### src/design/liaap_pkg.sv
`timescale 1ns / 1ps
package liaap_pkg;
    localparam int MAX_COUNT_D    = 65535;
    localparam int SAMPLE_BITS_D  = 32;
    localparam int CORDIC_STEPS_D = 16;
    localparam int SUM_W          = 48;
    localparam int STEP_W         = 52;
    localparam logic [15:0] MIN_COUNT_RST = 16'd50;

    function automatic logic [31:0] atan_entry(input logic [4:0] i);
        logic [31:0] r;
        unique case (i)
            5'd0:  r = 32'd536870912;
            5'd1:  r = 32'd316933406;
            5'd2:  r = 32'd167458907;
            5'd3:  r = 32'd85004756;
            5'd4:  r = 32'd43142465;
            5'd5:  r = 32'd21353441;
            5'd6:  r = 32'd10681886;
            5'd7:  r = 32'd5340245;
            5'd8:  r = 32'd2670163;
            5'd9:  r = 32'd1335087;
            5'd10: r = 32'd667544;
            5'd11: r = 32'd333772;
            5'd12: r = 32'd166886;
            5'd13: r = 32'd83443;
            5'd14: r = 32'd41722;
            5'd15: r = 32'd20861;
            5'd16: r = 32'd10430;
            5'd17: r = 32'd5215;
            5'd18: r = 32'd2608;
            5'd19: r = 32'd1304;
            5'd20: r = 32'd652;
            5'd21: r = 32'd326;
            5'd22: r = 32'd163;
            5'd23: r = 32'd81;
            default: r = 32'd0;
        endcase
        return r;
    endfunction

    typedef struct packed {
        logic acc;
        logic clr;
        logic div_start;
        logic sq_start;
        logic ph_start;
        logic rt_start;
        logic ms_start;
        logic emit;
    } t_cmd;

    typedef struct packed {
        logic div_done;
        logic sq_done;
        logic ph_done;
        logic rt_done;
        logic ms_done;
        logic report_ok;
    } t_sts;
endpackage

### src/design/liaap_ctrl.sv
`timescale 1ns / 1ps
module liaap_ctrl (
    input  logic                 i_clk,
    input  logic                 i_rst_n,
    input  logic                 i_start,
    input  logic                 i_op,
    input  liaap_pkg::t_sts      i_sts,
    output logic                 o_busy,
    output liaap_pkg::t_cmd      o_cmd
);
    typedef enum logic [6:0] {
        S_IDLE = 7'b0000001,
        S_DIV  = 7'b0000010,
        S_SQ   = 7'b0000100,
        S_PH   = 7'b0001000,
        S_RT   = 7'b0010000,
        S_MS   = 7'b0100000,
        S_OUT  = 7'b1000000
    } t_state;

    t_state r_state, n_state;

    always_ff @(posedge i_clk) begin
        if (!i_rst_n) r_state <= S_IDLE;
        else          r_state <= n_state;
    end

    always_comb begin
        n_state = r_state;
        o_cmd   = '0;
        unique case (r_state)
            S_IDLE: begin
                if (i_start && !i_op) o_cmd.acc = 1'b1;
                if (i_start && i_op && i_sts.report_ok) begin
                    o_cmd.div_start = 1'b1;
                    n_state = S_DIV;
                end
            end
            S_DIV: if (i_sts.div_done) begin
                o_cmd.sq_start = 1'b1;
                n_state = S_SQ;
            end
            S_SQ: if (i_sts.sq_done) begin
                o_cmd.ph_start = 1'b1;
                n_state = S_PH;
            end
            S_PH: if (i_sts.ph_done) begin
                o_cmd.rt_start = 1'b1;
                n_state = S_RT;
            end
            S_RT: if (i_sts.rt_done) begin
                o_cmd.ms_start = 1'b1;
                n_state = S_MS;
            end
            S_MS: if (i_sts.ms_done) n_state = S_OUT;
            S_OUT: begin
                o_cmd.emit = 1'b1;
                o_cmd.clr  = 1'b1;
                n_state = S_IDLE;
            end
            default: n_state = S_IDLE;
        endcase
    end

    assign o_busy = (r_state != S_IDLE);

`ifndef SYNTHESIS
    a_emit_from_ms: assert property (@(posedge i_clk) disable iff (!i_rst_n)
        r_state == S_OUT |-> $past(r_state) == S_MS)
        else $error("emit without finishing");
    a_idle_after_out: assert property (@(posedge i_clk) disable iff (!i_rst_n)
        r_state == S_OUT |=> r_state == S_IDLE)
        else $error("out not one cycle");
    a_no_acc_busy: assert property (@(posedge i_clk) disable iff (!i_rst_n)
        o_cmd.acc |-> r_state == S_IDLE)
        else $error("accumulate while busy");
`endif
endmodule

### config.mk
export PLATFORM = sky130hd
export DESIGN_NAME = liaap_ctrl
export DESIGN_NICKNAME = d
export VERILOG_FILES = /design/src/design/liaap_pkg.sv /design/src/design/liaap_ctrl.sv
export SDC_FILE = /design/constraint.sdc
export NUM_CORES = 1
export LEC_CHECK = 0
export BUFFER_PORTS_ARGS = -buffer_cell sky130_fd_sc_hd__buf_2
export CORE_AREA = 2 2 39 41
export DETAILED_ROUTE_END_ITERATION = 8
export DIE_AREA = 0 0 41 43
export HOLD_SLACK_MARGIN = 0.05
export MAX_ROUTING_LAYER = met4
export PLACE_DENSITY = 0.66
export SYNTH_ARGS = -nofsm -noshare
export SYNTH_HDL_FRONTEND = slang
export SYNTH_SLANG_ARGS = --single-unit
### constraint.sdc
create_clock -name i_clk -period 2.4 [get_ports i_clk]
set_input_delay 0.72 -clock i_clk [delete_from_list [all_inputs] [get_ports i_clk]]
set_output_delay 0.72 -clock i_clk [all_outputs]
set_load 0.01 [all_outputs]
==> results.cfg <==
[drt]
vias_per_cell = 5.211
drt_wl_total_mm = 1.113
post_drt_wl_per_cell_um = 11.72
firstDrtPassIters = 3
drtAntennaViolNets = 0
first_iter_violations = 4
vias = 495
post-route-drc-count = 0

[finish]
stdcell_count = 95
reg.largest.list = r_state: 7 flops
multi_input_area_um2 = 349.1
nets = 90
drive_above_1_share_pct = 41.77
nFillCells = 155
largest_reg_flops = 7
layout_common_cells = buf_2, nor2_1, nand2_1, nor3b_1
top_register = r_state
antenna_cells = 0
syn2layout_area_growth_pct = 18.65
final_core_util_pct = 46.02
seqCellArea_um2 = 143.9
layout_commonest_cell = buf_2
post-route-cell-area_um2 = 636.9

[global_route]
grt_max_degree = 9
grt_usage_pct = 15.02
grt_pass1_wl_mm = 1.718
antenna_found_initial = 0
overflow = 0
grt_pass1_vias = 418

[worst_setup_path]
crit_slowest_cell = dfxtp_2
cp-end-kind = output pin
crit_type = flop to output pin
crit_path_start_kind = flop
crit_arrival_ns = 1.59
r2r_slack_ns = 0.91
cp.required_ns = 1.68
path_cells = nor4_4 > nand2b_4 > nand2b_4 > nor3b_1 > buf_2
crit_fanout = 8
critPathMaxStageDelay_ns = 0.37
crit_top_cell = nand2b_4

[placed_design]
port_buffers = 18
placed_cells = 91
post-place-ws_ns = 0.2897
routabilityCongestion = 0.7845
dp_hpwl_um = 809.6
place_area_um2 = 601.8

[die]
start_util_pct = 38.79
die-area_mm2 = 0.001763
rows = 14
ios = 19
die_h_um = 43
die_w_um = 41
coreArea_mm2 = 0.001384

[synth]
syn_area_per_cell_um2 = 8.658
synth-seq-cells = 7
synth_warnings = 0
yosysSeqAreaShare_pct = 26.11
syn_nets = 72
netlist_area_um2 = 536.8
synthCells = 62
synth.distinct_cells = 30

[run]
drv_cap = 0

[timing]
max_freq_mhz = 432.6
fin_crit_ns = 2.312
rsz0062_at_grt = false
hold_viol = 0
fin_crit_sh_pct = 96.32
finalSetupViolCount = 0
clock_skew_ns = 0.006953
tightest_slew_ns = 0.3382
slew_headroom_pct = 77.42
setup_tns_ns = 0
worst_slack_ns = 0.08829
slew_viol_final = 0

[power_and_ir_drop]
power.density_mw_per_mm2 = 525.9
vdd_drop_max_mv = 0.2407
p_leak_nw = 0.2615

[cts]
cts_tree = yes
cts_hold_buffers = 0
postCtsSetupBuffers = 0
clkSinkCount = 7
root_buffer = clkbuf_4
cts.clk_slew.worst_paths_ns = 0.06
insertion_delay_ns = 0.25
h-tree-depth = 1
cts_buffers = 3
clk_path_buf_depth = 2

[min_path]
worstHoldPathType = flop to flop

[run_status]
status = finished clean
-- cell type report --
type	instances	share of cell area, %
inverter	2	1.179
clock buffer	4	4.126
timing repair buffer	18	14.15
sequential	7	22.59
multi-input combinational	48	54.81
tap	16	3.143
-- power by group --
part	total, W	internal [W]	leakage (nW)	switching [W]
sequential	0.000133	0.000122	0.0582	0.0000101
clock	0.000109	0.0000636	0.0150	0.0000456
combinational	0.0000931	0.0000423	0.188	0.0000508
total	0.000335	0.000228	0.261	0.000107
-- synth_stat cells --
library cell,n,area share [%]
nor2b_1,4,4.7
o211ai_1,1,1.4
a21oi_1,4,3.7
xnor2_1,2,3.3
and2_1,1,1.2
mux2i_1,1,1.9
nor2b_2,1,1.6
buf_6,2,4.2
nand2_1,5,3.5
and3_2,1,1.4
buf_4,3,4.2
dfxtp_1,7,26
a2bb2oi_2,1,2.8
inv_1,2,1.4
a21oi_2,1,1.6
nand2b_4,1,2.6
o22ai_1,1,1.2
nor4_1,1,1.2
nor3_2,1,1.9
nand2b_1,1,1.2
nand2b_2,1,1.6
nor3_1,3,2.8
nand3_1,2,1.9
nor3b_1,5,7.0
o221ai_4,1,4.9
o21ai_0,1,0.93
nor2_1,5,3.5
nor4_4,1,4.0
o31ai_1,1,1.4
nand4_1,1,1.2
-- through the flow --
stage                      power, W  hold slack, ns
final                     0.0003349          0.5212
after CTS                 0.0003372          0.5563
after global routing      0.0003504          0.5662
after detailed placement  0.0002288          0.5481
after global placement    0.0002277          0.5415
after floorplan           0.0001986          0.5070
-- logic make-up (layout without fill, tap and decap cells) --
family / Yosys count / after routing / synth area share (%)
flip-flops: 7 / 7 / 26.11
AO/OA/AOI/OAI: 11 / 11 / 17.95
multiplexers: 1 / 1 / 1.865
AND/OR/NAND/NOR: 34 / 34 / 41.03
XOR/XNOR: 2 / 2 / 3.264
buffers and inverters: 7 / 24 / 9.790
-- metal layers --
metal,global-route usage (%),wire (µm),share of wire [%],vias up
met3,7.853,56,5.0,2
met4,6.000,14,1.3,0
li1,-,-,-,255
met1,16.08,497,45,227
met5,-,0,0,-
met2,22.50,543,49,11
-- path summary, 6_finish.rpt --
path | cells after the start | start | to
max | 5 | r_state[5] | o_cmd[7]
min | 2 | r_state[5] | r_state[6]
max reg2reg | 5 | r_state[0] | r_state[3]
min reg2reg | 2 | r_state[5] | r_state[6]
-- critical path: cells and delay by family (launching register included) --
kind / cells / cell delay, ns
DFF: 1 / 0.37
buffers and inverters: 1 / 0.15
and+or+nand+nor: 4 / 0.81
-- what timing repair did --
item	CTS	global route
endpoints found under the setup margin	0	1
hold endpoints to repair	0	0
gates resized for setup	0	4
No activity file was read; power rests on OpenSTA's default activity.
